<file path="config.mk">
export PLATFORM = sky130hd
export DESIGN_NAME = rcw_div_chain
export DESIGN_NICKNAME = d
export VERILOG_FILES = /design/src/rcw_div_cell.sv /design/src/rcw_div_chain.sv
export SDC_FILE = /design/constraint.sdc
export NUM_CORES = 2
export LEC_CHECK = 0
export ABC_AREA = 1
export BUFFER_PORTS_ARGS = -buffer_cell sky130_fd_sc_hd__buf_2
export CORE_ASPECT_RATIO = 0.75
export CORE_UTILIZATION = 40
export CTS_CLUSTER_SIZE = 12
export DETAILED_ROUTE_END_ITERATION = 8
export GPL_TIMING_DRIVEN = 0
export HOLD_SLACK_MARGIN = 0.15
export PLACE_DENSITY = 0.56
export SETUP_SLACK_MARGIN = 0.05
export SYNTH_ARGS = -nofsm -noshare
export SYNTH_HDL_FRONTEND = slang
export SYNTH_SLANG_ARGS = --single-unit
export TNS_END_PERCENT = 30
</file>
<file path="constraint.sdc">
create_clock -name clk -period 2.6 [get_ports clk]
set_input_delay 0.26 -clock clk [delete_from_list [all_inputs] [get_ports clk]]
set_output_delay 0.26 -clock clk [all_outputs]
set_load 0.01 [all_outputs]
</file>
<file path="src/rcw_div_cell.sv">
// One restoring division step: brings in the next numerator bit, subtracts
// the divisor if it fits, shifts the quotient bit in at the bottom.
module rcw_div_cell #(
  parameter int NQ = 32,
  parameter int DW = 20,
  parameter int SW = 8
) (
  input  logic          clk,
  input  logic          rst,
  input  logic          en,
  input  logic          in_valid,
  input  logic [DW-1:0] in_rem,
  input  logic [NQ-1:0] in_num,
  input  logic [DW-1:0] in_div,
  input  logic [SW-1:0] in_side,
  output logic          out_valid,
  output logic [DW-1:0] out_rem,
  output logic [NQ-1:0] out_num,
  output logic [DW-1:0] out_div,
  output logic [SW-1:0] out_side
);

  logic [DW:0]   trial;
  logic [DW:0]   diff;
  logic          fits;
  logic [DW-1:0] rem_next;

  always_comb begin
    trial    = {in_rem, in_num[NQ-1]};
    diff     = trial - {1'b0, in_div};
    fits     = trial >= {1'b0, in_div};
    rem_next = fits ? diff[DW-1:0] : trial[DW-1:0];
  end

  always_ff @(posedge clk) begin
    if (rst) begin
      out_valid <= 1'b0;
    end else if (en) begin
      out_valid <= in_valid;
    end
  end

  always_ff @(posedge clk) begin
    if (en) begin
      out_rem  <= rem_next;
      out_num  <= {in_num[NQ-2:0], fits};
      out_div  <= in_div;
      out_side <= in_side;
    end
  end

endmodule

</file>
<file path="src/rcw_div_chain.sv">
// Row of NQ division cells, one quotient bit per cell, MSB first.
module rcw_div_chain #(
  parameter int NQ = 32,
  parameter int DW = 20,
  parameter int SW = 8
) (
  input  logic          clk,
  input  logic          rst,
  input  logic          en,
  input  logic          in_valid,
  input  logic [NQ-1:0] in_num,
  input  logic [DW-1:0] in_div,
  input  logic [SW-1:0] in_side,
  output logic          out_valid,
  output logic [NQ-1:0] out_quo,
  output logic [SW-1:0] out_side
);

  logic          valid [NQ+1];
  logic [DW-1:0] rem   [NQ+1];
  logic [NQ-1:0] num   [NQ+1];
  logic [DW-1:0] div   [NQ+1];
  logic [SW-1:0] side  [NQ+1];

  assign valid[0] = in_valid;
  assign rem[0]   = '0;
  assign num[0]   = in_num;
  assign div[0]   = in_div;
  assign side[0]  = in_side;

  for (genvar i = 0; i < NQ; i++) begin : g_cell
    rcw_div_cell #(.NQ(NQ), .DW(DW), .SW(SW)) u_cell (
      .clk      (clk),
      .rst      (rst),
      .en       (en),
      .in_valid (valid[i]),
      .in_rem   (rem[i]),
      .in_num   (num[i]),
      .in_div   (div[i]),
      .in_side  (side[i]),
      .out_valid(valid[i+1]),
      .out_rem  (rem[i+1]),
      .out_num  (num[i+1]),
      .out_div  (div[i+1]),
      .out_side (side[i+1])
    );
  end

  assign out_valid = valid[NQ];
  assign out_quo   = num[NQ];
  assign out_side  = side[NQ];

endmodule

</file>
-- Word level (Yosys, flattened, before mapping)
Index checks and enable logic that the tools add are counted.
W data, S select, Z words.
- register bits: 2552
- input bits: 64
- output and inout bits: 41
- word-level logic and storage cells: 253
- add/sub/neg operators: 31
- order comparisons: 32
- mux-type cells: 31
- operators with widths (kind ; count):
    $ge A21 B20 Y1 ; 31
    $mux W20 ; 30
    $sub A20 B20 Y20 ; 30
    $ge A1 B20 Y1 ; 1
    $sub A1 B20 Y20 ; 1
    $mux W1 ; 1

-- Longest topological paths before layout
- depth in word-level cells: 2
- gate-level depth with buffers: 14
- mapped depth without buffers: 13

-- Modules after synthesis
Synthesis repeated with hierarchy kept, for this count alone.
- cell total of the unflattened synthesis: 13321
- area total of the unflattened synthesis: 131587.5 um^2
- modules (own cells, without submodules) (module ; times used ; cells each ; area an instance (um^2) ; sequential area each (um^2)):
    rcw_div_cell at g_cell[13].u_cell ... ; 23 ; 416 ; 4125.2 ; 2422.3
    rcw_div_cell at g_cell[0].u_cell ... ; 8 ; 417 ; 4071.4 ; 2422.3
    rcw_div_cell at g_cell[21].u_cell ; 1 ; 416 ; 4132.7 ; 2422.3
    rcw_div_chain ; 1 ; 1 ; 3.8 ; 0.0

-- Worst setup path before layout
No wires, ideal clock.
- path kind: register to register
- from: register g_cell[17].u_cell.out_div[0]
- to: register g_cell[18].u_cell.out_rem[16] (data pin)
- library setup time: 0.253 ns
- arrival time: 1.675 ns
- required time: 2.347 ns
- slack: 0.672 ns
- stages on the path, launching flop included: 13
- buffers on the path: 0
- clock period less this slack: 1.928 ns
- cell sequence: edfxtp_1 ha_1 fa_1 inv_1 nand3_1 nand3_1 nand2_1 nand2_1 nand2_1 nand2_1 nand2_1 nand3_1 nand2_1
- word-level cells in the longest chain between the ends: 2
- elaborated cells between the ends (all ways): 3
- classes of those cells: add/sub: 1; order compare: 1; mux: 1
- ends and longest elaborated chain (item ; RTL line ; text):
    from (decl) ; rcw_div_cell.sv:19 ; output logic [DW-1:0] out_div,
    from (signal assigned) ; rcw_div_cell.sv:47 ; out_div <= in_div;
    $sub A20 B20 Y20 or $ge A21 B20 Y1 (tied branches) ; rcw_div_cell.sv:30, rcw_div_cell.sv:31 ;
    $mux W20 (*) ; rcw_div_cell.sv:32 ; rem_next = fits ? diff[DW-1:0] : trial[DW-1:0];
    via g_cell[18].u_cell.rem_next[16] ; rcw_div_cell.sv:26 ; logic [DW-1:0] rem_next;
    to (signal assigned) ; rcw_div_cell.sv:45 ; out_rem <= rem_next;
    to (decl) ; rcw_div_cell.sv:17 ; output logic [DW-1:0] out_rem,
The timed path passes the listed nets; every way through them passes the cells marked *.
A chain may end at the register's enable or synchronous reset.

-- Worst setup path in the final report
- from: register g_cell[17].u_cell.out_div[1]
- to: register g_cell[18].u_cell.out_rem[3] (data pin)
The elaborated chain is that of the path after synthesis.

==> results_dict.tcl <==
set metrics [dict create \
    synth_enable_flop_cells 2520 \
    max_stage_delay_ps 500 \
    fmax_mhz 399 \
    clockPowerShare_pct 23.7 \
    grt_pass1_wl_um 457000 \
    pwr-share-comb_pct 39.6 \
    avgSynthCellArea_um2 9.84 \
    drive_above_1_share_pct 7.09 \
    cts_inserted_buffers 285 \
    relSlewSlack_pct 30.3 \
    grt_max_degree 168 \
    cp_max_fo 10 \
    clock_sinks 2552 \
    critPathKind "flop to flop" \
    worst-path-buf-inv 3 \
    rr_worst_depth 14 \
    use_met1_pct 30.3 \
    worst_clock_skew_ps 52.7 \
    clkTransAtPathRegs_ps 60 \
    finalSetupViolations 0 \
    crit_path_frequent_cell "nand2_1" \
    worstMarginPinSlew_ps 1050 \
    cp_top_family "simple AND/OR/NAND/NOR gates" \
    drt_wl_total_um 298000 \
    place_hpwl_um 219000 \
    antenna_left 0 \
    r2r_end "g_cell[18].u_cell.out_rem[3]$_DFFE_PP_" \
    p_int_mw 100 \
    min_path_type "primary input to flop" \
    final_common_cell "nand2_1" \
    crit_arrival_ps 3080 \
    drv_slew 0 \
    power_per_cell_area_nw_per_um2 1140 \
    ys.flop_type "edfxtp_1" \
    finalCriticalPeriod_ps 2510 \
    synth_seq_cells 2552 \
    groute.usage.overall_pct 18.4 \
    cts_tree "built" \
    io_buffers 104 \
    slowest_stage "edfxtp_1" \
    vias_per_cell 4.75 \
    rsz0062_at_grt "yes" \
    grtUsageMet3_pct 2.65 \
    fin_util_pct 45.8 \
    synth.distinct_cells 37 \
    outcome "finished clean" \
    worstPathCellList "inv_1 > ha_1 > nand2_1 > nor2_4 > nand2_1 > nand3_1 > nand2_1 > nand2_1 > nand2_2 > nand2_4 > inv_4 > buf_6 > nand2_1 > nand2_1" \
    yosys.area.top_type "edfxtp_1" \
    overflow 0 \
    yosysWarnings 0 \
    ys_seq_area_share_pct 60.4 \
    htreeDepth 5 \
    drtIter0Drc 8010 \
    top_usage_layer "met1" \
    drc 0 \
    p_sw_share_pct 38.6 \
    drt-wirelength-per-cell_um 16.8 \
    period_share_pct 96.3 \
    syn_nets 13500 \
    ios 105 \
    crit_path_end_kind "flop" \
    die_w_um 651 \
    synthTopCellsByArea "edfxtp_1 (60%), nand2_1 (13%), ha_1 (6.2%), inv_1 (5.9%), nand3_1 (3.0%)" \
    critPathLaunchType "flop" \
    cts_root_buf "clkbuf_16" \
    r2r-start "g_cell[17].u_cell.out_div[1]$_DFFE_PP_" \
    seqPwrFrac_pct 36.7 \
    antenna_found_initial 7 \
    setup_tns_ps 0 \
    drtPass1Iterations 6 \
    synth_top_area_share_pct 59.9 \
    netlist_area_um2 126000 \
    area_growth_pct 13.8 \
    hold_violations 0 \
    gp_congestion 0.892 \
    grt_pass1_vias 77200 \
    rrSetupSlack_ps 90 \
    clkLatencyLatePin_ps 880 \
    vias 84100 \
    die-height_um 489 \
    fillers 29700 \
    min-delay-start "en" \
    start_util_pct 40.2 \
    required_ps 3170 \
    core_um2 314000 \
    final_cell_mix "nand2_1 (4480), edfxtp_1 (2520), inv_1 (1990), nor2_1 (835), nand3_1 (750)" \
    p_leak_nw 64.0 \
    p_sw_mw 63.2 \
    hold_depth 3 \
    use_met2_pct 25.0 \
    hold_end "g_cell[1].u_cell.out_num[2]$_DFFE_PP_" \
    rows 178 \
    dieArea_um2 318000 \
    syn-instance-count 12800 \
    nets 14100 \
    synth-async-reset-ratio_pct 0 \
    vdd_drop_max_v 0.000555 \
    clk_path_buf_depth 4 \
    hold_slack_ps 221 \
    max_cap_viol_count 0 \
]
==> worst max-delay path by stage <==
stage,cells past startpoint,end,slack (ps),start
final,14,g_cell[18].u_cell.out_rem[3]$_DFFE_PP_,90,g_cell[17].u_cell.out_div[1]$_DFFE_PP_
after global routing,12,g_cell[6].u_cell.out_rem[1]$_DFFE_PP_,40,g_cell[5].u_cell.out_div[12]$_DFFE_PP_
after CTS,14,g_cell[25].u_cell.out_rem[18]$_DFFE_PP_,50,g_cell[24].u_cell.out_div[1]$_DFFE_PP_
after detailed placement,6,g_cell[31].u_cell.out_num[13]$_DFFE_PP_,-1810,en
after global placement,1,g_cell[31].u_cell.out_num[13]$_DFFE_PP_,-40770,en
after floorplan,12,g_cell[18].u_cell.out_rem[16]$_DFFE_PP_,670,g_cell[17].u_cell.out_div[0]$_DFFE_PP_
==> cells by family after synthesis <==
kind of cell,count (synthesis),synth area share (%)
xor+xnor,275,1.91
fa+ha+maj,652,6.64
flops,2552,60.4
buf+inv,2161,6.95
compound gates,639,2.67
simple gates,6546,21.4
==> flip-flops by register name, indices dropped and copies added, names as in the netlist <==
signal / count
g_cell.u_cell.out_num: 1024
g_cell.u_cell.out_valid: 32
g_cell.u_cell.out_rem: 620
g_cell.u_cell.out_div: 620
g_cell.u_cell.out_side: 256
==> power groups by stage <==
stage | sequential, mW | clock (mW) | combinational (mW)
3_5_place_dp | 60.8 | 0 | 62.6
4_1_cts | 60.0 | 40.2 | 63.1
5_1_grt | 60.7 | 41.7 | 73.2
2_1_floorplan | 58.4 | 0 | 45.8
3_3_place_gp | 60.8 | 0 | 56.5
6_report | 60.0 | 38.8 | 64.7
==> worst min-delay path: cells and delay by family <==
| kind | cells | cell delay (ps) |
|---|---|---|
| buf+inv | 3 | 520 |
==> stage by stage <==
step	cells	cell area [um2]	worst slack (ps)	power (mW)
after floorplan	12800	126000	672	104
after global placement	17100	132000	-40770	117
after detailed placement	17100	132000	-1810	123
after CTS	17700	143000	50.6	163
after global routing	17700	144000	39.1	176
final	17700	144000	95.0	164
==> cells in the mapped netlist, drive strengths merged (19+ instances only) <==
cell	instances
a21oi	445
buf	90
dfxtp	32
edfxtp	2520
fa	30
ha	622
inv	2059
nand2	4563
nand3	776
nand3b	164
nand4	42
nor2	889
nor3	103
o21a	28
o21ai	145
o21bai	19
xnor2	35
xor2	240
==> per-layer routing <==
metal / wire length [um] / vias up
li1: - / 43000
met2: 116000 / 2039
met4: 5800 / 4
met5: 15 / -
met1: 158000 / 38700
met3: 18700 / 372
==> timing repair <==
item,in CTS,in global routing
hold endpoints to repair,269,0
resized for setup,4,126
cloned,9,0
setup buffers,0,46
hold buffers,126,0
pin swaps,0,3
endpoints found under the setup margin,1374,226
==> cell type report <==
cell class | instances | area (um2) | share of cell area (%)
diodes | 2 | 5.00 | 0.00348
plain buffers | 102 | 968 | 0.674
clock buffers | 342 | 7460 | 5.19
clock inverters | 106 | 1290 | 0.898
inverters | 2059 | 7810 | 5.43
multi-input cells | 8112 | 41800 | 29.1
flip-flops and latches | 2552 | 76300 | 53.1
well taps | 4140 | 5180 | 3.60
repair buffers | 301 | 2890 | 2.01
Power figures use the tool's default switching activity.
